[src/design/tfdd_pkg.sv]
`timescale 1ns / 1ps

package tfdd_pkg;

  localparam int TILE_SIZE_DEF  = 64;
  localparam int MAX_WIDTH_DEF  = 1024;
  localparam int MAX_HEIGHT_DEF = 1024;

  localparam int CFG_W      = 11;
  localparam int CFG_IDX_W  = 1;
  localparam int CFG_RESET  = 1024;
  localparam int PIX_W      = 32;
  localparam int CMD_W      = 1;

  localparam int COL_OUT_W  = 4;
  localparam int POS_OUT_W  = 10;
  localparam int SPAN_OUT_W = 7;

  localparam int OUT_DMG_BIT  = 2 * COL_OUT_W + 2 * POS_OUT_W + 2 * SPAN_OUT_W;
  localparam int OUT_FDMG_BIT = OUT_DMG_BIT + 1;
  localparam int OUT_TDATA_W  = ((OUT_FDMG_BIT + 1 + 7) / 8) * 8;
  localparam int OUT_PAD_W    = OUT_TDATA_W - OUT_FDMG_BIT - 1;

  localparam int OUTQ_DEPTH = 3;

  typedef enum logic [CMD_W-1:0] {
    CMD_PIXEL      = 1'b0,
    CMD_INVALIDATE = 1'b1
  } cmd_t;

  typedef enum logic [CFG_IDX_W-1:0] {
    REG_WIDTH  = 1'b0,
    REG_HEIGHT = 1'b1
  } reg_idx_t;

  typedef struct packed {
    logic valid;
    logic inval;
    logic complete;
    logic last;
  } step_ctl_t;

  typedef struct packed {
    logic                  last;
    logic                  frame_damaged;
    logic                  damaged;
    logic [SPAN_OUT_W-1:0] span_y;
    logic [SPAN_OUT_W-1:0] span_x;
    logic [POS_OUT_W-1:0]  top;
    logic [POS_OUT_W-1:0]  left;
    logic [COL_OUT_W-1:0]  row;
    logic [COL_OUT_W-1:0]  col;
  } tile_res_t;

endpackage

[src/design/tfdd_raster.sv]
`timescale 1ns / 1ps

module tfdd_raster import tfdd_pkg::*; #(
  parameter int TILE_SIZE  = TILE_SIZE_DEF,
  parameter int MAX_WIDTH  = MAX_WIDTH_DEF,
  parameter int MAX_HEIGHT = MAX_HEIGHT_DEF,
  localparam int X_W    = $clog2(MAX_WIDTH),
  localparam int Y_W    = $clog2(MAX_HEIGHT),
  localparam int WS_W   = $clog2(MAX_WIDTH + 1),
  localparam int HS_W   = $clog2(MAX_HEIGHT + 1),
  localparam int T_W    = $clog2(TILE_SIZE),
  localparam int BAND_X = (MAX_WIDTH + TILE_SIZE - 1) / TILE_SIZE,
  localparam int BAND_Y = (MAX_HEIGHT + TILE_SIZE - 1) / TILE_SIZE,
  localparam int COL_W  = (BAND_X > 1) ? $clog2(BAND_X) : 1,
  localparam int ROW_W  = (BAND_Y > 1) ? $clog2(BAND_Y) : 1,
  localparam int AW     = $clog2(MAX_WIDTH * MAX_HEIGHT)
) (
  input  logic                 clk,
  input  logic                 rst_n,
  input  logic                 cfg_we,
  input  logic [CFG_IDX_W-1:0] cfg_idx,
  input  logic [CFG_W-1:0]     cfg_val,
  input  logic                 step,
  input  logic                 step_inval,
  output logic [WS_W-1:0]      w_eff,
  output logic [HS_W-1:0]      h_eff,
  output logic [AW-1:0]        rd_addr,
  output logic [COL_W-1:0]     col,
  output logic [ROW_W-1:0]     row,
  output step_ctl_t            ctl
);

  localparam int W_RST = (CFG_RESET > MAX_WIDTH) ? MAX_WIDTH : CFG_RESET;
  localparam int H_RST = (CFG_RESET > MAX_HEIGHT) ? MAX_HEIGHT : CFG_RESET;

  function automatic logic [WS_W-1:0] clamp_w(logic [CFG_W-1:0] v);
    if (v == '0) return WS_W'(1);
    if (32'(v) > 32'(MAX_WIDTH)) return WS_W'(MAX_WIDTH);
    return WS_W'(v);
  endfunction

  function automatic logic [HS_W-1:0] clamp_h(logic [CFG_W-1:0] v);
    if (v == '0) return HS_W'(1);
    if (32'(v) > 32'(MAX_HEIGHT)) return HS_W'(MAX_HEIGHT);
    return HS_W'(v);
  endfunction

  logic [WS_W-1:0]  w_r, w_nxt;
  logic [HS_W-1:0]  h_r, h_nxt;
  logic [X_W-1:0]   x_r, x_nxt;
  logic [Y_W-1:0]   y_r, y_nxt;
  logic [T_W-1:0]   tx_r, tx_nxt;
  logic [T_W-1:0]   ty_r, ty_nxt;
  logic [COL_W-1:0] col_r, col_nxt;
  logic [ROW_W-1:0] row_r, row_nxt;
  logic [AW-1:0]    ybase_r, ybase_nxt;
  logic             x_end, y_end, tx_end, ty_end;

  assign x_end  = (WS_W'(x_r) + WS_W'(1)) == w_r;
  assign y_end  = (HS_W'(y_r) + HS_W'(1)) == h_r;
  assign tx_end = tx_r == T_W'(TILE_SIZE - 1);
  assign ty_end = ty_r == T_W'(TILE_SIZE - 1);

  always_comb begin
    w_nxt     = w_r;
    h_nxt     = h_r;
    x_nxt     = x_r;
    y_nxt     = y_r;
    tx_nxt    = tx_r;
    ty_nxt    = ty_r;
    col_nxt   = col_r;
    row_nxt   = row_r;
    ybase_nxt = ybase_r;
    if (cfg_we) begin
      if (cfg_idx == REG_WIDTH) begin
        w_nxt = clamp_w(cfg_val);
      end else begin
        h_nxt = clamp_h(cfg_val);
      end
      x_nxt     = '0;
      y_nxt     = '0;
      tx_nxt    = '0;
      ty_nxt    = '0;
      col_nxt   = '0;
      row_nxt   = '0;
      ybase_nxt = '0;
    end else if (step) begin
      if (step_inval) begin
        x_nxt     = '0;
        y_nxt     = '0;
        tx_nxt    = '0;
        ty_nxt    = '0;
        col_nxt   = '0;
        row_nxt   = '0;
        ybase_nxt = '0;
      end else if (!x_end) begin
        x_nxt = x_r + 1'b1;
        if (tx_end) begin
          tx_nxt  = '0;
          col_nxt = col_r + 1'b1;
        end else begin
          tx_nxt = tx_r + 1'b1;
        end
      end else begin
        x_nxt   = '0;
        tx_nxt  = '0;
        col_nxt = '0;
        if (!y_end) begin
          y_nxt     = y_r + 1'b1;
          ybase_nxt = ybase_r + AW'(MAX_WIDTH);
          if (ty_end) begin
            ty_nxt  = '0;
            row_nxt = row_r + 1'b1;
          end else begin
            ty_nxt = ty_r + 1'b1;
          end
        end else begin
          y_nxt     = '0;
          ty_nxt    = '0;
          row_nxt   = '0;
          ybase_nxt = '0;
        end
      end
    end
  end

  always_ff @(posedge clk) begin
    if (!rst_n) begin
      w_r     <= WS_W'(W_RST);
      h_r     <= HS_W'(H_RST);
      x_r     <= '0;
      y_r     <= '0;
      tx_r    <= '0;
      ty_r    <= '0;
      col_r   <= '0;
      row_r   <= '0;
      ybase_r <= '0;
    end else begin
      w_r     <= w_nxt;
      h_r     <= h_nxt;
      x_r     <= x_nxt;
      y_r     <= y_nxt;
      tx_r    <= tx_nxt;
      ty_r    <= ty_nxt;
      col_r   <= col_nxt;
      row_r   <= row_nxt;
      ybase_r <= ybase_nxt;
    end
  end

  assign w_eff        = w_r;
  assign h_eff        = h_r;
  assign rd_addr      = ybase_r + AW'(x_r);
  assign col          = col_r;
  assign row          = row_r;
  assign ctl.valid    = step;
  assign ctl.inval    = step_inval;
  assign ctl.complete = (tx_end | x_end) & (ty_end | y_end);
  assign ctl.last     = x_end & y_end;

endmodule

[config.mk]
export PLATFORM = sky130hd
export DESIGN_NAME = tfdd_raster
export DESIGN_NICKNAME = d
export VERILOG_FILES = /design/src/design/tfdd_pkg.sv /design/src/design/tfdd_raster.sv
export SDC_FILE = /design/constraint.sdc
export NUM_CORES = 1
export LEC_CHECK = 0
export ABC_AREA = 1
export BUFFER_PORTS_ARGS = -buffer_cell sky130_fd_sc_hd__buf_4
export CORE_ASPECT_RATIO = 0.8
export CORE_UTILIZATION = 40
export DETAILED_ROUTE_END_ITERATION = 6
export PLACE_DENSITY = 0.61
export SYNTH_ARGS = -nofsm -noshare
export SYNTH_HDL_FRONTEND = slang
export SYNTH_SLANG_ARGS = --single-unit
[constraint.sdc]
create_clock -name clk -period 6.4 [get_ports clk]
set_clock_uncertainty 0.15 [all_clocks]
set_input_delay 0 -clock clk [delete_from_list [all_inputs] [get_ports clk]]
set_output_delay 0 -clock clk [all_outputs]
set_load 0.02 [all_outputs]
## Yosys cells after proc, flatten, opt, wreduce, memory -nomap -nowiden

Cells that the tools add are included.
Widths: inputs -> output; s select.

- Multiplexer cells: 40
- Order comparisons: 1
- Reductions and logical operators: 10
- Bitwise logic cells: 6
- Eq/ne operators: 4
- $add $sub $neg: 10

Operators with widths:

| cell | number |
|---|---|
| $mux 11 | 6 |
| $mux 20 | 3 |
| $mux 10 | 5 |
| $mux 6 | 7 |
| $mux 4 | 7 |
| $add 10x1->11 const B | 2 |
| $eq 11x11->1 | 2 |
| $add 10x1->10 const B | 2 |
| $add 20x10->20 | 1 |
| $add 20x11->20 const B | 1 |
| $add 6x1->6 const B | 2 |
| $eq 6x6->1 const B | 2 |
| $mux 1 | 12 |
| $gt 11x11->1 const B | 1 |
| $logic_not 11->1 | 1 |
| $add 4x1->4 const B | 2 |
| $reduce_and 2->1 | 4 |
| $reduce_bool 3->1 | 2 |
| $reduce_and 3->1 | 1 |
| $and 1x1->1 | 2 |
| $not 1->1 | 2 |
| $or 1x1->1 | 2 |
| $reduce_bool 2->1 | 1 |
| $reduce_or 2->1 | 1 |

- Input bits: 17
- Logic and storage cells: 80
- Output and inout port bits: 54
- Flip-flop bits (word level): 82

## Depth between registers and ports, before layout

- Depth in word-level cells: 9
- Depth in mapped cells: 18
- Mapped depth without buffers: 17

## Worst setup path before layout

Ideal clock, no wire load.

- Path type: register to output
- Start: register y_r[0]
- End: output port ctl[0] in the netlist's numbering
- Slack: 4.225 ns
- Cell stages (with the launch flop): 12
- Arrival time: 2.025 ns
- Cells stage by stage: dfxtp_1 > ha_1 > nand2_1 > nor2_1 > nand2_1 > nand2_1 > nand2_1 > nand2_1 > nand2_1 > nor2_1 > nand4_2 > nor4_1

RTL lines:

| item | RTL line | RTL |
|---|---|---|
| from (decl) | tfdd_raster.sv:51 | `logic [Y_W-1:0] y_r, y_nxt;` |
| from (signal assigned) | tfdd_raster.sv:142 | `y_r <= y_nxt;` |
| to (decl) | tfdd_raster.sv:30 | `output step_ctl_t ctl` |

==> metrics.yaml <==
synth-seq-area-share: 0.337
syn_inst: 637
initial_core_util: 0.414
vias: 4219
cp-start-kind: "flip-flop"
clk_pin_slew_ns: 0.05
synth.avg_cell_area_um2: 6.71
critPathRequiredTime_ns: 6.25
grtUsageTotal: 0.218
timing.fmax_ghz: 0.363
overflow: 0
portBuffers: 70
yosysMostFrequentCell: "nand2_1"
cts_tree: "done"
setup.worst_path.class: "flip-flop to primary output"
dp_hpwl_um: 8670
drt_iter0_markers: 219
ctsLongestPathBuffers: 2
whs_path_depth: 2
dp_slack_ns: 3.80
drv_slew: 0
nets: 733
rsz0062_at_grt: "false"
placed_area_um2: 4860
routed_via_density: 4.95
yosysUniqueCellTypes: 39
antenna_left: 0
grt_pass1_wl_um: 18900
relSlewSlack: 0.240
dieArea_um2: 11100
ys_warn_count: 0
power.density_nw_per_um2: 208
gp_routability_congestion: 0.902
fill_cells: 1021
seqCellArea_um2: 1440
hold_viol: 0
setup_violations: 0
antenna_found_initial: 0
syn2layout_area_growth_pct: 23.9
wl_um: 11600
tns_ns: 0
fp.dieH_um: 94.5
rr_worst_depth: 13
drive_above_1_share: 0.164
power_leakage_nw: 2.29
ios: 71
final_core_utilization: 0.513
yosys-top-cells-area: "dfxtp_1 (34%), nand2_1 (15%), nand3_1 (7.4%)"
place_inst: 823
yosysTopAreaCellShare: 0.337
grt_max_degree: 24
num_antenna_cells: 0
max_cap_violations: 0
clk_latency_ns: 0.33
cts_buffers: 9
yosys-top-cells-count: "nand2_1 (166), dfxtp_1 (72), inv_1 (64), nand3_1 (63), nor2_1 (63)"
post_cts_resized: 0
die_w_um: 118
final_area_um2: 5300
route.detailed.drc: 0
synth-edff-count: 0
std_cell_rows: 33
clock_sinks: 72
synth_top_cell_by_area: "dfxtp_1"
synthArstFlopShare: 0
status: "completed"
critPathArrivalTime_ns: 2.60
cts-root-buf: "clkbuf_16"
synthFlopType: "dfxtp_1"
netlist_area_um2: 4280
instances_no_fill: 853
cts_htree_levels: 3
period_share: 0.430
ys_ff_latch: 72
finalCriticalPeriod_ns: 2.75
core_area_um2: 10300
setup_slack_ns: 3.65
cp-end-kind: "primary output"
vdd_drop_max_mv: 0.125
worst-slew-pin-transition_ns: 1.14
wl_per_cell_um: 13.7
syn_nets: 662
multi_input_area_um2: 2450
worstPathMaxFanout: 6
drtPass1Iterations: 6
hp-class: "primary input to primary output"
grt_pass1_vias: 3667
-- through the flow --
stage	power [mW]	hold slack, ns
3_5_place_dp	0.600	0.0756
4_1_cts	1.11	0.0528
6_report	1.10	0.0702
3_3_place_gp	0.598	0.0748
2_1_floorplan	0.553	-0.0374
5_1_grt	1.15	0.0857
-- area by class of cell --
cell class,count,area share
Multi-Input combinational cell,472,0.462
Sequential cell,72,0.272
Timing Repair Buffer,85,0.127
Clock buffer,13,0.0491
Inverter,68,0.0487
Tap cell,140,0.0331
Clock inverter,3,0.00756
-- placed cells by master, fill, tap and decap left out, types with 2 or more instances in the layout --
cell,instances
nor3_1,4
inv_2,2
nand2_8,3
nor4_1,3
nand2_1,166
clkbuf_16,9
dfxtp_1,72
nand3b_1,10
xor2_1,26
o21ai_1,10
inv_1,64
buf_4,71
clkinv_2,2
a21oi_1,37
nor2_1,63
nand3_1,63
nand2_2,10
nor2_2,4
ha_1,8
dlygate4sd3_1,14
nand4_1,6
xnor2_1,4
clkbuf_8,2
clkbuf_1,2
nor2_4,5
o21ai_0,34
nand3_2,3
-- flip-flops by register name, indices dropped and copies added, names as in the netlist, 6 cells and up --
register / count
h_eff: 11
tx_r: 6
ty_r: 6
w_eff: 11
x_r: 10
y_r: 10
ybase_r: 10
-- cells by family after synthesis --
logic type      Yosys count  share of synthesized area
buf+inv                  93                     0.0901
flops                    72                      0.337
simple gates            344                      0.374
xor+xnor                 30                     0.0614
fa+ha+maj                 8                     0.0234
other cells               1                   0.000877
compound gates           89                      0.114
-- routing by layer --
metal	part of all wire	global-route usage	vias to the layer above
met1	0.49	0.301	1906
li1	-	-	2194
met3	0.054	0.0423	10
met4	0.011	0.0673	0
met5	0	0	-
met2	0.44	0.343	109
-- path summary, 6_finish.rpt --
kind,slack (ns),from,endpoint
max,3.65,y_r[1],ctl[0]
min,0.07,step_inval,ctl[2]
max reg2reg,3.79,x_r[0],ybase_r[13]
min reg2reg,0.33,ty_r[1],ty_r[1]
-- critical path, cell delays in order (launching register included) --
cell	delay, ns
dfxtp_1	0.39
ha_1	0.20
nand2_1	0.09
inv_1	0.14
nand3_1	0.13
nand2_1	0.10
nand2_1	0.07
nand2_1	0.06
nand2_1	0.08
nor2_1	0.12
nand4_2	0.21
nor4_1	0.46
buf_4	0.23
-- repair_timing --
action / in CTS / in global routing
setup buffers: 0 / 0
hold endpoints to repair: 29 / 0
hold buffers: 14 / 0
-- power breakdown --
group	switching, mW	leakage, nW	internal, mW	total, mW
logic	0.0751	1.56	0.0478	0.123
clock network	0.184	0.150	0.322	0.506
registers	0.0146	0.585	0.460	0.474
total	0.274	2.29	0.829	1.10
Power figures use the tool's default switching activity.
