<file path="config.mk">
export PLATFORM = sky130hd
export DESIGN_NAME = tfdd_tile
export DESIGN_NICKNAME = d
export VERILOG_FILES = /design/src/design/tfdd_pkg.sv /design/src/design/tfdd_tile.sv
export SDC_FILE = /design/constraint.sdc
export NUM_CORES = 1
export LEC_CHECK = 0
export ABC_AREA = 1
export BUFFER_PORTS_ARGS = -buffer_cell sky130_fd_sc_hd__buf_2
export CAP_MARGIN = 10
export CORE_AREA = 2 2 134 136
export CTS_BUF_LIST = sky130_fd_sc_hd__clkbuf_8
export CTS_CLUSTER_DIAMETER = 60
export CTS_CLUSTER_SIZE = 28
export DETAILED_ROUTE_END_ITERATION = 7
export DIE_AREA = 0 0 136 138
export PLACE_DENSITY = 0.64
export SLEW_MARGIN = 40
export SYNTH_ARGS = -nofsm -noshare
export SYNTH_HDL_FRONTEND = slang
export SYNTH_SLANG_ARGS = --single-unit
</file>
<file path="constraint.sdc">
create_clock -name clk -period 5.6 [get_ports clk]
set_input_delay 1.12 -clock clk [delete_from_list [all_inputs] [get_ports clk]]
set_output_delay 1.12 -clock clk [all_outputs]
set_load 0.03 [all_outputs]
</file>
<file path="src/design/tfdd_pkg.sv">
`timescale 1ns / 1ps

package tfdd_pkg;

  localparam int TILE_SIZE_DEF  = 64;
  localparam int MAX_WIDTH_DEF  = 1024;
  localparam int MAX_HEIGHT_DEF = 1024;

  localparam int CFG_W      = 11;
  localparam int CFG_IDX_W  = 1;
  localparam int CFG_RESET  = 1024;
  localparam int PIX_W      = 32;
  localparam int CMD_W      = 1;

  localparam int COL_OUT_W  = 4;
  localparam int POS_OUT_W  = 10;
  localparam int SPAN_OUT_W = 7;

  localparam int OUT_DMG_BIT  = 2 * COL_OUT_W + 2 * POS_OUT_W + 2 * SPAN_OUT_W;
  localparam int OUT_FDMG_BIT = OUT_DMG_BIT + 1;
  localparam int OUT_TDATA_W  = ((OUT_FDMG_BIT + 1 + 7) / 8) * 8;
  localparam int OUT_PAD_W    = OUT_TDATA_W - OUT_FDMG_BIT - 1;

  localparam int OUTQ_DEPTH = 3;

  typedef enum logic [CMD_W-1:0] {
    CMD_PIXEL      = 1'b0,
    CMD_INVALIDATE = 1'b1
  } cmd_t;

  typedef enum logic [CFG_IDX_W-1:0] {
    REG_WIDTH  = 1'b0,
    REG_HEIGHT = 1'b1
  } reg_idx_t;

  typedef struct packed {
    logic valid;
    logic inval;
    logic complete;
    logic last;
  } step_ctl_t;

  typedef struct packed {
    logic                  last;
    logic                  frame_damaged;
    logic                  damaged;
    logic [SPAN_OUT_W-1:0] span_y;
    logic [SPAN_OUT_W-1:0] span_x;
    logic [POS_OUT_W-1:0]  top;
    logic [POS_OUT_W-1:0]  left;
    logic [COL_OUT_W-1:0]  row;
    logic [COL_OUT_W-1:0]  col;
  } tile_res_t;

endpackage

</file>
<file path="src/design/tfdd_tile.sv">
`timescale 1ns / 1ps

module tfdd_tile import tfdd_pkg::*; #(
  parameter int TILE_SIZE  = TILE_SIZE_DEF,
  parameter int MAX_WIDTH  = MAX_WIDTH_DEF,
  parameter int MAX_HEIGHT = MAX_HEIGHT_DEF,
  localparam int X_W    = $clog2(MAX_WIDTH),
  localparam int Y_W    = $clog2(MAX_HEIGHT),
  localparam int WS_W   = $clog2(MAX_WIDTH + 1),
  localparam int HS_W   = $clog2(MAX_HEIGHT + 1),
  localparam int SP_W   = $clog2(TILE_SIZE + 1),
  localparam int BAND_X = (MAX_WIDTH + TILE_SIZE - 1) / TILE_SIZE,
  localparam int BAND_Y = (MAX_HEIGHT + TILE_SIZE - 1) / TILE_SIZE,
  localparam int COL_W  = (BAND_X > 1) ? $clog2(BAND_X) : 1,
  localparam int ROW_W  = (BAND_Y > 1) ? $clog2(BAND_Y) : 1,
  localparam int AW     = $clog2(MAX_WIDTH * MAX_HEIGHT)
) (
  input  logic             clk,
  input  logic             rst_n,
  input  logic             restart,
  input  step_ctl_t        s0_ctl,
  input  logic [COL_W-1:0] s0_col,
  input  logic [ROW_W-1:0] s0_row,
  input  logic [AW-1:0]    s0_addr,
  input  logic [PIX_W-1:0] s0_pix,
  input  logic [WS_W-1:0]  w_eff,
  input  logic [HS_W-1:0]  h_eff,
  input  logic [PIX_W-1:0] ram_rdata,
  output logic             ram_we,
  output logic [AW-1:0]    ram_waddr,
  output logic [PIX_W-1:0] ram_wdata,
  output logic             res_push,
  output tile_res_t        res,
  output logic             busy
);

  step_ctl_t         s1_ctl_r;
  logic [COL_W-1:0]  s1_col_r;
  logic [ROW_W-1:0]  s1_row_r;
  logic [AW-1:0]     s1_addr_r;
  logic [PIX_W-1:0]  s1_pix_r;
  logic              fwd_v_r;
  logic [AW-1:0]     fwd_addr_r;
  logic [PIX_W-1:0]  fwd_data_r;
  logic [BAND_X-1:0] dirty_r, dirty_nxt;
  logic              have_prev_r, have_prev_nxt;
  logic              any_r, any_nxt;

  logic [PIX_W-1:0]  prev_pix;
  logic              differ, dirty_col, dmg;
  logic [X_W-1:0]    left;
  logic [Y_W-1:0]    top;
  logic [WS_W-1:0]   rem_x;
  logic [HS_W-1:0]   rem_y;
  logic [SP_W-1:0]   span_x, span_y;

  always_ff @(posedge clk) begin
    if (!rst_n) begin
      s1_ctl_r <= '0;
      fwd_v_r  <= 1'b0;
    end else begin
      s1_ctl_r <= s0_ctl;
      fwd_v_r  <= ram_we;
    end
  end

  always_ff @(posedge clk) begin
    s1_col_r   <= s0_col;
    s1_row_r   <= s0_row;
    s1_addr_r  <= s0_addr;
    s1_pix_r   <= s0_pix;
    fwd_addr_r <= ram_waddr;
    fwd_data_r <= ram_wdata;
  end

  always_comb begin
    prev_pix  = (fwd_v_r && (fwd_addr_r == s1_addr_r)) ? fwd_data_r : ram_rdata;
    differ    = prev_pix != s1_pix_r;
    dirty_col = dirty_r[s1_col_r] | differ;
    dmg       = !have_prev_r | dirty_col;

    dirty_nxt     = dirty_r;
    have_prev_nxt = have_prev_r;
    any_nxt       = any_r;
    if (restart) begin
      dirty_nxt     = '0;
      have_prev_nxt = 1'b0;
      any_nxt       = 1'b0;
    end else if (s1_ctl_r.valid) begin
      if (s1_ctl_r.inval) begin
        dirty_nxt     = '0;
        have_prev_nxt = 1'b0;
        any_nxt       = 1'b0;
      end else begin
        dirty_nxt[s1_col_r] = dirty_col & !s1_ctl_r.complete;
        if (s1_ctl_r.complete) begin
          any_nxt = any_r | dmg;
          if (s1_ctl_r.last) begin
            have_prev_nxt = 1'b1;
            any_nxt       = 1'b0;
            dirty_nxt     = '0;
          end
        end
      end
    end
  end

  always_ff @(posedge clk) begin
    if (!rst_n) begin
      dirty_r     <= '0;
      have_prev_r <= 1'b0;
      any_r       <= 1'b0;
    end else begin
      dirty_r     <= dirty_nxt;
      have_prev_r <= have_prev_nxt;
      any_r       <= any_nxt;
    end
  end

  always_comb begin
    left   = X_W'(int'(s1_col_r) * TILE_SIZE);
    top    = Y_W'(int'(s1_row_r) * TILE_SIZE);
    rem_x  = w_eff - WS_W'(left);
    rem_y  = h_eff - HS_W'(top);
    span_x = (32'(rem_x) < 32'(TILE_SIZE)) ? SP_W'(rem_x) : SP_W'(TILE_SIZE);
    span_y = (32'(rem_y) < 32'(TILE_SIZE)) ? SP_W'(rem_y) : SP_W'(TILE_SIZE);
  end

  assign ram_we    = s1_ctl_r.valid & !s1_ctl_r.inval;
  assign ram_waddr = s1_addr_r;
  assign ram_wdata = s1_pix_r;
  assign res_push  = ram_we & s1_ctl_r.complete;
  assign busy      = s1_ctl_r.valid;

  assign res.col           = COL_OUT_W'(s1_col_r);
  assign res.row           = COL_OUT_W'(s1_row_r);
  assign res.left          = POS_OUT_W'(left);
  assign res.top           = POS_OUT_W'(top);
  assign res.span_x        = SPAN_OUT_W'(span_x);
  assign res.span_y        = SPAN_OUT_W'(span_y);
  assign res.damaged       = dmg;
  assign res.frame_damaged = s1_ctl_r.last & (any_r | dmg);
  assign res.last          = s1_ctl_r.last;

endmodule

</file>
* After elaboration in Yosys (flattened, before gate mapping)
Index checks and enable logic that the tools add are counted.
Word-level totals: register bits after elaboration 135, latch bits 0, RAM bits 0, memory bits (read-only) 0, input port bits 121, output and inout bits 100, word-level logic and storage cells 57, memories 0
Cells by class: add/sub/neg operators 2, $mul 0, div/mod/pow operators 0, $lt $le $gt $ge 4, equality and inequality tests 2, shift-type cells 0, mux-type cells 17, bitwise logic cells 8, reductions and logical operators 10
Operators with widths (count):
- $mux 16 | 3
- $mux 32 | 1
- $ne 32x32->1 | 1
- $lt 11x7->1 const B | 2
- $sub 11x10->11 | 2
- $eq 20x20->1 | 1
- $bwmux 16 | 1
- $mux 7 | 2
- $mux 1 | 8
- $lt 4x5->1 const B | 1
- $and 1x1->1 | 4
- $bmux 1 s4 | 1
- $demux 1 s4 | 1
- $ge 4x1->1 const B | 1
- $reduce_bool 2->1 | 2
- $logic_not 1->1 | 3
- $or 1x1->1 | 3
- $reduce_and 3->1 | 1
- $logic_and 1x1->1 | 2
- $reduce_and 2->1 | 1
- $reduce_or 2->1 | 1
- $not 1->1 | 1

* Logic depth before layout (Yosys ltp)
depth in word-level cells 10, depth in mapped cells 22

* Least setup slack after synthesis
OpenSTA, ideal clock, no wires.
path type in2out, from input port h_eff[6], to output port res[35] (netlist name), arrival time 3.143 ns, path slack 1.337 ns, cell stages on the path 9, path buffers 0, cell sequence inv_1 -> ha_1 -> fa_1 -> nor2_1 -> a211oi_1 -> nand2_1 -> nor3b_1 -> nand4_1 -> nor2_1
RTL lines:
- start, declared | line tfdd_tile.sv:27 | input logic [HS_W-1:0] h_eff,
- end, declared | line tfdd_tile.sv:33 | output tile_res_t res,

==> impl_metrics.json <==
{
  "vias": 5558,
  "maxCapViolCount": 0,
  "ys_ff_latch": 135,
  "ios": 221,
  "remaining_drc_errors": 0,
  "cts_buffers": 17,
  "rows": 49,
  "antenna_found_initial": 2,
  "min-delay-start": "ram_wdata[1]",
  "pwr-share-comb_pct": 13.3,
  "clk_pin_slew_ns": 0.08,
  "netlist.area_leader.share_pct": 45.0,
  "final_cell_mix": "nand2_1, buf_2, inv_1, dfxtp_1, nor2_1",
  "synthTopCellsByArea": "dfxtp_1, nand2_1, inv_1, nor2_1, nand4_1",
  "gp_congestion": 0.811,
  "worst_pin_slew_ns": 0.579,
  "path_class": "reg2out",
  "drtIter0Drc": 281,
  "slew-limit-headroom_pct": 61.3,
  "p_int_mw": 1.64,
  "yosys.area.top_type": "dfxtp_1",
  "coreArea_sq_um": 17500,
  "port_buffers": 208,
  "n_fill_cell": 1793,
  "cp-start-kind": "flop",
  "critPathMaxFanout": 46,
  "rsz0062_at_grt": "no",
  "reg2regPathDepth": 21,
  "seqPwrFrac_pct": 45.8,
  "grt_use_total_pct": 16.0,
  "ys.warnings.count": 0,
  "die_area_sq_um": 18800,
  "cp.required_ns": 4.48,
  "hpwl_mm": 11.4,
  "dr.pass1.iters": 4,
  "synthToLayoutAreaGrowth_pct": 26.2,
  "p_per_area_nw_per_um2": 299,
  "regArea_sq_um": 2700,
  "synth_seq_area_share_pct": 45.0,
  "insertion_delay_ns": 0.45,
  "regToRegStartpoint": "ram_waddr[11]",
  "viasPerCell": 4.30,
  "hold_viol": 0,
  "syn_area_sq_um": 6000,
  "drv_slew": 0,
  "post_cts.repair.setup_buffers": 0,
  "min_path_type": "reg2reg",
  "avgSynthCellArea_sq_um": 7.10,
  "synth_cell_type_count": 38,
  "final_cells": 1293,
  "p_switching_uw": 624,
  "cts.repair.resized": 0,
  "drive_gt1_share_pct": 25.3,
  "r2r_slack_ns": 2.33,
  "worstReg2RegEnd": "dirty_r[4]",
  "p_clk_share_pct": 40.9,
  "status": "finished, final reports clean",
  "grt_max_degree": 47,
  "overflow": 0,
  "nets": 1181,
  "dieWidth_microns": 136,
  "fmax_mhz": 214,
  "die_h_microns": 138,
  "max-clock-path-buffers": 2,
  "start_util_pct": 34.2,
  "hold_path_end": "fwd_data_r[1]",
  "min_period_ns": 4.68,
  "swShare_pct": 27.5,
  "grt_pass1_vias": 5198,
  "skew_ns": 0.0120,
  "clock-root-buffer": "clkbuf_8",
  "ir_drop_mv": 0.184,
  "setup_viol": 0,
  "arrival_ns": 3.56,
  "cts_sinks": 135,
  "drt_wl_total_mm": 14.7,
  "leakage_nw": 4.10,
  "synthesis.instances": 845,
  "cts_tree": "built",
  "min_path_cells": 0,
  "fin_crit_sh_pct": 83.6,
  "tns_ns": 0,
  "multi_input_area_sq_um": 2550,
  "cts_hold_buf": 0,
  "ant_nets": 0,
  "dp.cells": 1260,
  "htreeDepth": 4,
  "cp-end-kind": "output pin",
  "grt_pass1_wl_mm": 23.8,
  "final_common_cell": "nand2_1",
  "drt-wirelength-per-cell_microns": 11.4
}
## metrics by stage
step	power, mW	utilization (%)	instance area (sq um)	hold slack (ns)	setup WS (ns)
after floorplan	1.27	-	6040	0.444	1.34
after global placement	1.36	40.6	7110	0.352	1.42
after detailed placement	1.37	40.6	7110	0.361	1.38
after CTS	2.30	43.2	7570	0.373	0.858
after global routing	2.38	43.2	7570	0.382	0.430
final	2.27	43.2	7570	0.370	0.918
## flip-flops by register name (all words and copies together), names as in the netlist
| register | count |
|---|---|
| ram_wdata | 32 |
| fwd_addr_r | 20 |
| dirty_r | 16 |
| s1_ctl_r | 2 |
| fwd_data_r | 32 |
| busy | 1 |
| res | 1 |
| s1_col_r | 4 |
| s1_row_r | 4 |
| any_r | 1 |
| ram_waddr | 20 |
| have_prev_r | 1 |
| fwd_v_r | 1 |
## cells in the mapped netlist
library cell / n
clkinv_1: 2
o22ai_1: 8
xnor2_1: 1
o211ai_1: 8
nor2_4: 3
ha_1: 8
nand3b_1: 8
nor3_1: 1
dfxtp_1: 135
o21ai_0: 7
o2bb2ai_1: 1
xor2_1: 4
a21oi_2: 1
a21oi_1: 22
conb_1: 1
nand3_2: 2
nand3_1: 23
buf_6: 4
inv_2: 1
nand2_4: 1
buf_2: 3
inv_1: 140
a211oi_1: 2
o21ai_1: 13
buf_4: 22
nor3b_1: 2
clkbuf_1: 3
buf_12: 1
nand4_1: 28
nor2_2: 6
o21ai_2: 1
nand2_1: 251
fa_1: 2
nor2_1: 114
and2_1: 1
nand3_4: 1
nand2_2: 13
o21bai_1: 1
## cell type report
class	count	area share, %
multi-input combinational	545	33.6
antenna	1	0.0330
tap	229	3.78
timing repair buffer	208	13.7
inverter	143	7.09
clock buffer	17	3.09
clock inverter	15	2.97
sequential	135	35.7
## worst max-delay path, cell delays in order (launching register included)
cell and delay, ns:
dfxtp_1 0.38, inv_1 0.05, nand2_1 0.07, nand2_1 0.05, nor2_1 0.15, nand2_1 0.12, nor2_4 0.36, nand3_4 0.50
nand2_1 0.27, nand2_1 0.09, nand2_1 0.06, nand2_1 0.04, nor2_1 0.08, nand2_1 0.05, nor2_1 0.16, nand2_1 0.08
nor2_1 0.15, nand4_1 0.13, nand2_1 0.08, inv_1 0.05, buf_2 0.17
## cell families (layout without fill, tap and decap cells)
kind of cell | count (synthesis) | in the layout | share of synthesized area (%)
xor gates and xnor gates | 5 | 5 | 0.730
AOI/OAI and AO/OA | 64 | 64 | 6.15
buffers and inverters | 176 | 383 | 13.2
other | 1 | 13 | 0.0625
and+or+nand+nor | 454 | 454 | 32.5
adders and majority gates | 10 | 10 | 2.34
DFF | 135 | 135 | 45.0
## power by group through the flow
stage	clock network (mW)	registers [mW]	logic, mW
2_1_floorplan	0	1.10	0.169
3_3_place_gp	0	1.06	0.300
3_5_place_dp	0	1.06	0.303
4_1_cts	0.954	1.04	0.304
5_1_grt	0.992	1.05	0.339
6_report	0.928	1.04	0.301
## layer usage
| layer | track usage, % | routed length, microns |
|---|---|---|
| met1 | 19.8 | 6590 |
| met3 | 4.99 | 1160 |
| met2 | 26.1 | 6750 |
| met4 | 5.59 | 228 |
| met5 | 0 | 7 |
## worst max-delay path by stage
stage	startpoint	to	slack, ns	depth (start not counted)
2_1_floorplan	h_eff[6]	res[35]	1.34	9
5_1_grt	ram_waddr[11]	res[43]	0.43	20
6_report	ram_waddr[11]	res[43]	0.92	20
3_3_place_gp	ram_waddr[6]	res[43]	1.42	20
3_5_place_dp	ram_waddr[11]	res[43]	1.38	20
4_1_cts	ram_waddr[11]	res[43]	0.86	20
No activity file was read; power rests on OpenSTA's default activity.
