**config.mk**
```make
export PLATFORM = sky130hd
export DESIGN_NAME = tfdd_outq
export DESIGN_NICKNAME = d
export VERILOG_FILES = /design/src/design/tfdd_pkg.sv /design/src/design/tfdd_outq.sv
export SDC_FILE = /design/constraint.sdc
export NUM_CORES = 1
export LEC_CHECK = 0
export ABC_AREA = 1
export BUFFER_PORTS_ARGS = -buffer_cell sky130_fd_sc_hd__buf_2
export CAP_MARGIN = 20
export CORE_MARGIN = 2
export CORE_UTILIZATION = 55
export DETAILED_ROUTE_END_ITERATION = 6
export MAX_ROUTING_LAYER = met4
export PLACE_DENSITY_LB_ADDON = 0.1
export RECOVER_POWER = 50
export SLEW_MARGIN = 20
export SYNTH_ARGS = -nofsm -noshare
export SYNTH_HDL_FRONTEND = slang
export SYNTH_SLANG_ARGS = --single-unit
```
**constraint.sdc**
```tcl
create_clock -name clk -period 6.4 [get_ports clk]
set_input_delay 1.28 -clock clk [delete_from_list [all_inputs] [get_ports clk]]
set_output_delay 1.28 -clock clk [all_outputs]
set_load 0.05 [all_outputs]
```
**src/design/tfdd_pkg.sv**
```systemverilog
`timescale 1ns / 1ps

package tfdd_pkg;

  localparam int TILE_SIZE_DEF  = 64;
  localparam int MAX_WIDTH_DEF  = 1024;
  localparam int MAX_HEIGHT_DEF = 1024;

  localparam int CFG_W      = 11;
  localparam int CFG_IDX_W  = 1;
  localparam int CFG_RESET  = 1024;
  localparam int PIX_W      = 32;
  localparam int CMD_W      = 1;

  localparam int COL_OUT_W  = 4;
  localparam int POS_OUT_W  = 10;
  localparam int SPAN_OUT_W = 7;

  localparam int OUT_DMG_BIT  = 2 * COL_OUT_W + 2 * POS_OUT_W + 2 * SPAN_OUT_W;
  localparam int OUT_FDMG_BIT = OUT_DMG_BIT + 1;
  localparam int OUT_TDATA_W  = ((OUT_FDMG_BIT + 1 + 7) / 8) * 8;
  localparam int OUT_PAD_W    = OUT_TDATA_W - OUT_FDMG_BIT - 1;

  localparam int OUTQ_DEPTH = 3;

  typedef enum logic [CMD_W-1:0] {
    CMD_PIXEL      = 1'b0,
    CMD_INVALIDATE = 1'b1
  } cmd_t;

  typedef enum logic [CFG_IDX_W-1:0] {
    REG_WIDTH  = 1'b0,
    REG_HEIGHT = 1'b1
  } reg_idx_t;

  typedef struct packed {
    logic valid;
    logic inval;
    logic complete;
    logic last;
  } step_ctl_t;

  typedef struct packed {
    logic                  last;
    logic                  frame_damaged;
    logic                  damaged;
    logic [SPAN_OUT_W-1:0] span_y;
    logic [SPAN_OUT_W-1:0] span_x;
    logic [POS_OUT_W-1:0]  top;
    logic [POS_OUT_W-1:0]  left;
    logic [COL_OUT_W-1:0]  row;
    logic [COL_OUT_W-1:0]  col;
  } tile_res_t;

endpackage

```
**src/design/tfdd_outq.sv**
```systemverilog
`timescale 1ns / 1ps

module tfdd_outq import tfdd_pkg::*; #(
  parameter int DEPTH = OUTQ_DEPTH,
  localparam int PTR_W = (DEPTH > 1) ? $clog2(DEPTH) : 1,
  localparam int CNT_W = $clog2(DEPTH + 1)
) (
  input  logic             clk,
  input  logic             rst_n,
  input  logic             push,
  input  tile_res_t        push_data,
  output logic             out_valid,
  input  logic             out_ready,
  output tile_res_t        out_data,
  output logic [CNT_W-1:0] count
);

  tile_res_t        mem_r [DEPTH];
  logic [PTR_W-1:0] wr_ptr_r, rd_ptr_r;
  logic [CNT_W-1:0] cnt_r, cnt_nxt;
  logic             pop;

  assign pop = out_valid & out_ready;

  always_comb begin
    cnt_nxt = cnt_r;
    if (push && !pop) begin
      cnt_nxt = cnt_r + 1'b1;
    end else if (pop && !push) begin
      cnt_nxt = cnt_r - 1'b1;
    end
  end

  always_ff @(posedge clk) begin
    if (!rst_n) begin
      wr_ptr_r <= '0;
      rd_ptr_r <= '0;
      cnt_r    <= '0;
    end else begin
      if (push) begin
        wr_ptr_r <= (wr_ptr_r == PTR_W'(DEPTH - 1)) ? '0 : wr_ptr_r + 1'b1;
      end
      if (pop) begin
        rd_ptr_r <= (rd_ptr_r == PTR_W'(DEPTH - 1)) ? '0 : rd_ptr_r + 1'b1;
      end
      cnt_r <= cnt_nxt;
    end
  end

  always_ff @(posedge clk) begin
    if (push) begin
      mem_r[wr_ptr_r] <= push_data;
    end
  end

  assign out_valid = cnt_r != '0;
  assign out_data  = mem_r[rd_ptr_r];
  assign count     = cnt_r;

endmodule

```
Word level (Yosys, flattened, before mapping)
Memory sizes are Yosys's and may differ from the RTL's. A register that Yosys moved wholly into a read port is not among the register bits.
Index checks and enable logic that the tools add are counted.
{ "word_totals": {"regBits": 6, "ram_bits": 135, "in_bits": 49, "output_inout_bits": 48, "word_cells": 25, "n_memories": 1} }
{ "classes": {"add_sub_neg": 4, "n_eq_ne": 2, "n_mux": 8, "bitwise": 1, "reduce_logical": 6} }
{ "mem_list": {"columns": ["memory", "depth", "word_bits", "read_ports", "rd_clocked_by_memory_dff", "wr", "line", "text"], "rows": [
  ["mem_r", 3, 45, 1, 1, 1, "tfdd_outq.sv:18", "tile_res_t mem_r [DEPTH];"]
]} }
{ "op_table": {"columns": ["cell", "n"], "rows": [
  ["$mux W2", 6],
  ["$add A2 B1 Y2 const B", 3],
  ["$eq A2 B2 Y1 const B", 2],
  ["$reduce_bool A2 Y1", 2],
  ["$logic_and A1 B1 Y1", 2],
  ["$logic_not A1 Y1", 2],
  ["$mux W1", 2],
  ["$sub A2 B1 Y2 const B", 1],
  ["$and A1 B1 Y1", 1]
]} }

Logic depth before layout (Yosys ltp)
Gate-level depths: netlist of the first run.
{ "logic_depth": {"depth_word": 5, "depth_mapped": 9} }

Least setup slack after synthesis of the first run
OpenSTA, ideal clock, no wires.
{ "synth_path": {"path_kind": "input -> register", "from": "in push", "to": "mem mem_r[2][0] (netlist name), enable pin", "setup_ps": 503, "arrival_ps": 4398, "required_ps": 5897, "slack_ps": 1499, "path_stages": 2, "path_cell_list": "inv_1 nor3_1"} }
{ "synth_between": {"elab_chain_cells": 2} }
{ "synth_rtl": {"columns": ["item", "line", "text"], "rows": [
  ["from (decl)", "tfdd_outq.sv:10", "input logic push,"],
  ["$mux W1", "tfdd_outq.sv:51", "if (push) begin"],
  ["$mux W1 (implied by the code)", "tfdd_outq.sv:52", "mem_r[wr_ptr_r] <= push_data;"],
  ["to (decl)", "tfdd_outq.sv:18", null]
]} }
No other way between the ends.

==> flow_metrics.env, run 1 <==
export IMPL_hold_buffers=0
export IMPL_vias=3267
export IMPL_cp_required_ns=5.12
export IMPL_hold_slack_ns=0.481
export IMPL_rsz0062_at_grt="no"
export IMPL_relSlewSlack_pct=-12.9
export IMPL_htree_levels=4
export IMPL_path_buf_inv=2
export IMPL_routed_via_density=5.20
export IMPL_synth_nets=434
export IMPL_fin_crit_sh_pct=58.1
export IMPL_status="finished with violations"
export IMPL_utilization_pct=65.4
export IMPL_path_class="register to output pin"
export IMPL_hp_class="register to register"
export IMPL_tightest_slew_ns=1.69
export IMPL_grt_pass1_vias=3230
export IMPL_cts_tree="done"
export IMPL_drive_above_1_share_pct=15.8
export IMPL_cp_slowest_cell="dfxtp_2"
export IMPL_crit_path_end_kind="output pin"
export IMPL_cts_setup_buffers=0
export IMPL_ioPinCount=97
export IMPL_ff2ff_setup_slack_ns=4.11
export IMPL_p_per_area_nw_per_um2=396
export IMPL_port_buffers=96
export IMPL_crit_chain="inv_6 > nor2_1 > a21oi_1 > buf_2"
export IMPL_yosysWarnings=0
export IMPL_clkSinkCount=143
export IMPL_synth_seq_area_share_pct=78.3
export IMPL_drtIter0Drc=186
export IMPL_violations="capacitance limit, slew limit"
export IMPL_synth_cell_area_um2=5380
export IMPL_initial_utilization_pct=55.8
export IMPL_post_cts_resized=0
export IMPL_hold_viol_final=0
export IMPL_cp_arrival_ns=2.44
export IMPL_core_area_um2=9640
export IMPL_dieArea_um2=10600
export IMPL_tritoncts_num_buffers=17
export IMPL_cp_top_family="flip-flops"
export IMPL_antenna_found_initial=0
export IMPL_die_y_um=103
export IMPL_skew_ns=0.00570
export IMPL_dpl_hpwl_mm=5.54
export IMPL_grt_max_degree=47
export IMPL_syn_inst=384
export IMPL_worstPathMaxFanout=46
export IMPL_die_x_um=103
export IMPL_clockBufferDepth=2
export IMPL_overflow=0
export IMPL_p_leak_nw=2.30
export IMPL_synth_avg_cell_area_um2=14.0
export IMPL_setup_viol=0
export IMPL_dr_pass1_iters=4
export IMPL_diodes=0
export IMPL_wl_mm=10.3
export IMPL_timing_fmax_mhz=269
export IMPL_area_growth_pct=17.2
export IMPL_clock_latency_ns=0.50
export IMPL_wl_per_cell_um=16.4
export IMPL_synthDistinctLibCells=19
export IMPL_maxCapViolCount=1
export IMPL_synth_seq_cells=143
export IMPL_grt_pass1_wl_mm=15.6
export IMPL_num_rows=36
export IMPL_start_kind="register"
export IMPL_drtAntennaViolNets=0
export IMPL_setup_tns_ns=0
export IMPL_drc=0
export IMPL_clk_pin_slew_ns=0.05
export IMPL_vdd_drop_max_v=0.000195
export IMPL_num_nets_final=533
export IMPL_finalWeightedCongestion=0.720
export IMPL_slew_viol_final=29
export IMPL_cts_root_buffer_cell="clkbuf_8"
export IMPL_period_needed_ns=3.72
export IMPL_grt_usage_pct=20.9
export IMPL_slowest_delay_ns=1.03
path summary, 6_finish.rpt:
check	start	end	cells past startpoint
setup / recovery	register	out_data[3]	4
hold reg to reg	wr_ptr_r[1]$_SDFFE_PN0P_	wr_ptr_r[1]$_SDFFE_PN0P_	2
hold / removal	wr_ptr_r[1]$_SDFFE_PN0P_	wr_ptr_r[1]$_SDFFE_PN0P_	2
setup reg to reg	wr_ptr_r[1]$_SDFFE_PN0P_	mem_r[2][2]$_DFFE_PP_	3
routing by layer:
| layer | track usage [%] | vias to the layer above | part of all wire, % |
|---|---|---|---|
| met5 | - | - | 0 |
| met1 | 23.9 | 1564 | 42 |
| met3 | 5.97 | 13 | 5.7 |
| li1 | - | 1586 | - |
| met4 | 8.00 | 0 | 1.2 |
| met2 | 34.9 | 104 | 52 |
layout by cell type, fill, tap and decap left out, types with 2 or more instances in the layout:
master     count
clkbuf_1      53
clkinv_2       5
nand2_1       56
clkbuf_16     16
a21oi_1       93
buf_2         49
inv_1         11
dfxtp_1        6
nand3_1        3
edfxtp_1     135
clkinv_1       4
dfxtp_2        2
nor2_1        50
worst register-to-register path, stage by stage (launching register included):
cell	delay [ns]
dfxtp_1	0.33
inv_1	0.07
nor3_1	0.23
clkbuf_1	1.26
power by group:
group | internal (mW) | total (mW) | switching, mW
combinational | 0.117 | 0.541 | 0.424
sequential | 1.07 | 1.12 | 0.0459
clock | 0.503 | 0.834 | 0.330
total | 1.70 | 2.50 | 0.801
cells in the mapped netlist:
cell | n | area share, %
dfxtp_1 | 8 | 3.0
nor3_1 | 1 | 0.093
a21oi_1 | 93 | 8.6
ha_1 | 1 | 0.23
nand3_1 | 3 | 0.28
o21ai_0 | 1 | 0.093
o21a_1 | 1 | 0.14
inv_8 | 1 | 0.21
inv_1 | 13 | 0.91
buf_8 | 4 | 1.1
buf_4 | 10 | 1.4
inv_6 | 1 | 0.16
nor2_1 | 50 | 3.5
o211ai_1 | 1 | 0.14
clkbuf_4 | 1 | 0.14
buf_6 | 3 | 0.63
nand4_1 | 1 | 0.12
nand2_1 | 56 | 3.9
edfxtp_1 | 135 | 75
cell type report:
class | count | area (µm²)
clock buffers | 21 | 429
inverters | 15 | 70.1
repair buffers | 98 | 429
well taps | 133 | 166
fillers | 769 | 3330
flip-flops and latches | 143 | 4220
clock inverters | 10 | 72.6
multi-input cells | 208 | 922
through the flow:
step	total power [mW]	worst slack [ns]	std cells	cell area, µm²
after floorplan	1.57	1.50	384	5380
after CTS	2.52	2.61	628	6380
final	2.50	2.68	628	6310
after detailed placement	1.69	3.14	597	5870
after global placement	1.68	3.23	597	5870
after global routing	2.60	2.53	628	6310
sequential cells by signal, indices dropped and copies added (netlist names), named ones only:
name and flops:
wr_ptr_r 2, mem_r 135, count 2, rd_ptr_r 2
kinds of logic after synthesis:
group                    Yosys count  share of synthesized area, %
AO/OA/AOI/OAI                     96                          9.02
adder cells (fa/ha/maj)            1                         0.232
buffers and inverters             33                          4.56
flip-flops                       143                          78.3
AND/OR/NAND/NOR                  111                          7.88
Power figures use the tool's default switching activity.
==> run 2, diff against run 1 <==
--- a/config.mk
+++ b/config.mk
@@ -5,11 +5,11 @@
 export SDC_FILE = /design/constraint.sdc
 export NUM_CORES = 1
 export LEC_CHECK = 0
-export ABC_AREA = 1
+export ABC_AREA = 0
 export BUFFER_PORTS_ARGS = -buffer_cell sky130_fd_sc_hd__buf_2
 export CAP_MARGIN = 20
 export CORE_MARGIN = 2
-export CORE_UTILIZATION = 55
+export CORE_UTILIZATION = 49
 export DETAILED_ROUTE_END_ITERATION = 6
 export MAX_ROUTING_LAYER = met4
 export PLACE_DENSITY_LB_ADDON = 0.1
==> constraint.sdc (replaced) <==
create_clock -name clk -period 3 [get_ports clk]
set_input_delay 0.6 -clock clk [delete_from_list [all_inputs] [get_ports clk]]
set_output_delay 0.6 -clock clk [all_outputs]
set_load 0.05 [all_outputs]
==> run 2 against run 1 <==
Compared with the run above:
- the flow still finishes with violations (capacitance limit, slew limit)
- worst hold slack lost 0.17 ns
- core utilization shrank 3.1 points
- power grew 140%
- critical path depth is the same
- clock-buffer cell count is 2 lower
- sequential share of layout area down 1.9 points
- synthesized cell count decreased by 17%
- via count shrank 11%
- wire length down 7.5%
- area after synthesis shrank 1.7%
- sequential cell count did not move
- critical path type unchanged
- largest cell class unchanged
- largest power group unchanged
==> flow_metrics.env, run 2 <==
export IMPL_initial_utilization_pct=50.8
export IMPL_synth_nets=367
export IMPL_cts_root_buffer_cell="clkbuf_8"
export IMPL_grt_usage_pct=18.1
export IMPL_crit_path_end_kind="output pin"
export IMPL_wl_per_cell_um=16.6
export IMPL_htree_levels=4
export IMPL_clock_latency_ns=0.52
export IMPL_tritoncts_num_buffers=17
export IMPL_ioPinCount=97
export IMPL_p_leak_nw=2.16
export IMPL_grt_max_degree=48
export IMPL_yosysWarnings=0
export IMPL_r2r_start="wr_ptr_r[0]$_SDFFE_PN0P_"
export IMPL_ys_flop_type="edfxtp_1"
export IMPL_maxCapViolCount=2
export IMPL_grt_pass1_wl_mm=14.8
export IMPL_dieArea_um2=11600
export IMPL_core_area_um2=10400
export IMPL_tightest_slew_ns=1.62
export IMPL_ff2ff_setup_slack_ns=0.56
export IMPL_netlist_area_leader_share_pct=76.6
export IMPL_grt_pass1_vias=2933
export IMPL_antenna_found_initial=0
export IMPL_path_class="register to output pin"
export IMPL_worstPathMaxFanout=47
export IMPL_dpl_hpwl_mm=5.66
export IMPL_synthDistinctLibCells=22
export IMPL_hold_buffers=0
export IMPL_slew_viol_final=25
export IMPL_dr_pass1_iters=4
export IMPL_setup_tns_ns=0
export IMPL_synthTopCellsByArea="edfxtp_1 77%, mux2i_1 8.5%, o21ai_1 4.3%"
export IMPL_clockBufferDepth=2
export IMPL_crit_end="out_data[20]"
export IMPL_nFillCells=822
export IMPL_cts_tree="done"
export IMPL_clkSinkCount=143
export IMPL_clk_pin_slew_ns=0.06
export IMPL_status="finished with violations"
export IMPL_largest_register_ff_count=135
export IMPL_num_rows=37
export IMPL_r2r_end="mem_r[1][9]$_DFFE_PP_"
export IMPL_fin_crit_sh_pct=86.5
export IMPL_synth_seq_cells=143
export IMPL_drtIter0Drc=199
export IMPL_synth_cell_area_um2=5290
export IMPL_finalWeightedCongestion=0.728
export IMPL_post_cts_resized=0
export IMPL_die_y_um=108
export IMPL_drtAntennaViolNets=0
export IMPL_synth_largest_area_cell="edfxtp_1"
export IMPL_p_per_area_nw_per_um2=918
export IMPL_vdd_drop_max_v=0.000617
export IMPL_hold_slack_ns=0.308
export IMPL_num_nets_final=474
export IMPL_synth_async_reset_ratio_pct=0
export IMPL_drc=0
export IMPL_synth_most_common_cell="edfxtp_1"
export IMPL_cp_arrival_ns=1.99
export IMPL_drive_above_1_share_pct=19.9
export IMPL_synth_commonest_cells="135 x edfxtp_1, 49 x nand2_1, 45 x mux2i_1, 45 x o21ai_1, 9 x clkbuf_1"
export IMPL_synth_avg_cell_area_um2=16.7
export IMPL_worstRegToRegCells=3
export IMPL_rsz0062_at_grt="no"
export IMPL_syn_inst=317
export IMPL_final_common_cell="edfxtp_1"
export IMPL_period_needed_ns=2.59
export IMPL_relSlewSlack_pct=-8.18
export IMPL_skew_ns=0.00528
export IMPL_vias=2923
export IMPL_overflow=0
export IMPL_synth_edff_count=135
export IMPL_area_growth_pct=22.6
export IMPL_hold_viol_final=0
export IMPL_cts_setup_buffers=0
export IMPL_die_x_um=108
export IMPL_port_buffers=96
export IMPL_synth_seq_area_share_pct=79.6
export IMPL_violations="capacitance limit, slew limit"
export IMPL_final_cell_mix="135 x edfxtp_1, 51 x buf_2, 49 x nand2_1, 47 x clkbuf_1"
export IMPL_routed_via_density=5.10
export IMPL_diodes=0
export IMPL_start_kind="register"
export IMPL_timing_fmax_mhz=386
export IMPL_setup_viol=0
export IMPL_cp_required_ns=2.40
export IMPL_hp_class="primary input to register"
export IMPL_wl_mm=9.52
export IMPL_regMostFlops="mem_r"
[run 2: cell types whose count changed after synthesis, moves of 9 or more]
cell | before | now
clkbuf_1 | 0 | 9
inv_1 | 13 | 0
a21oi_1 | 93 | 0
o21ai_1 | 0 | 45
nor2_1 | 50 | 2
mux2i_1 | 0 | 45
[run 2: routing by layer]
layer	part of all wire (%)	routed length (µm)	vias up	track usage (%)
li1	-	-	1414	-
met4	1.6	151	0	7.23
met3	5.9	559	13	6.51
met1	44	4220	1406	22.4
met5	0	0	-	-
met2	48	4590	90	27.5
[run 2: cell type report]
type,instances,area [µm²],area share (%)
clock buffers,19,422,6.50
well taps,136,170,2.62
repair buffers,103,512,7.88
flip-flops and latches,143,4220,65.0
clock inverters,13,170,2.62
multi-input cells,159,998,15.4
[run 2: report_power, final]
| group | switching, mW | total (mW) | internal (mW) |
|---|---|---|---|
| clock | 0.749 | 2.08 | 1.34 |
| sequential | 0.0591 | 2.36 | 2.30 |
| combinational | 1.12 | 1.51 | 0.387 |
[run 2: worst min path at each step]
stage	startpoint	endpoint	slack (ns)	depth (start not counted)
3_3_place_gp	rd_ptr_r[0]$_SDFFE_PN0P_	register	0.46	2
2_1_floorplan	rd_ptr_r[0]$_SDFFE_PN0P_	register	0.45	2
4_1_cts	push_data[2]	mem_r[1][2]$_DFFE_PP_	0.25	1
6_report	push_data[2]	mem_r[0][2]$_DFFE_PP_	0.31	1
3_5_place_dp	rd_ptr_r[1]$_SDFFE_PN0P_	register	0.47	2
5_1_grt	push_data[26]	mem_r[0][26]$_DFFE_PP_	0.28	1
[run 2: stage by stage]
step	area (µm²)	power, mW	util, %	worst slack, ns	instances
global route	6490	6.19	62.3	0.260	573
global placement	6000	3.93	57.6	0.940	541
floorplan	5300	3.59	-	0.00587	317
CTS	6590	6.04	63.3	0.353	573
detailed placement	6000	3.95	57.6	0.913	541
finish	6490	5.96	62.3	0.406	573
[run 2: cells by family (layout without fill, tap and decap cells)]
logic type | Yosys count | in the layout | synth area share, %
flops | 143 | 143 | 79.6
simple gates | 59 | 59 | 4.63
compound gates | 52 | 52 | 5.22
mux | 45 | 45 | 8.51
buf+inv | 15 | 135 | 1.44
xor+xnor | 2 | 2 | 0.331
fa+ha+maj | 1 | 1 | 0.236
[run 2: worst max-delay path, cell delays in order (launching register included)]
cell     delay [ns]
dfxtp_4        0.64
buf_4          0.36
nand2_1        0.09
o21ai_1        0.10
buf_2          0.28
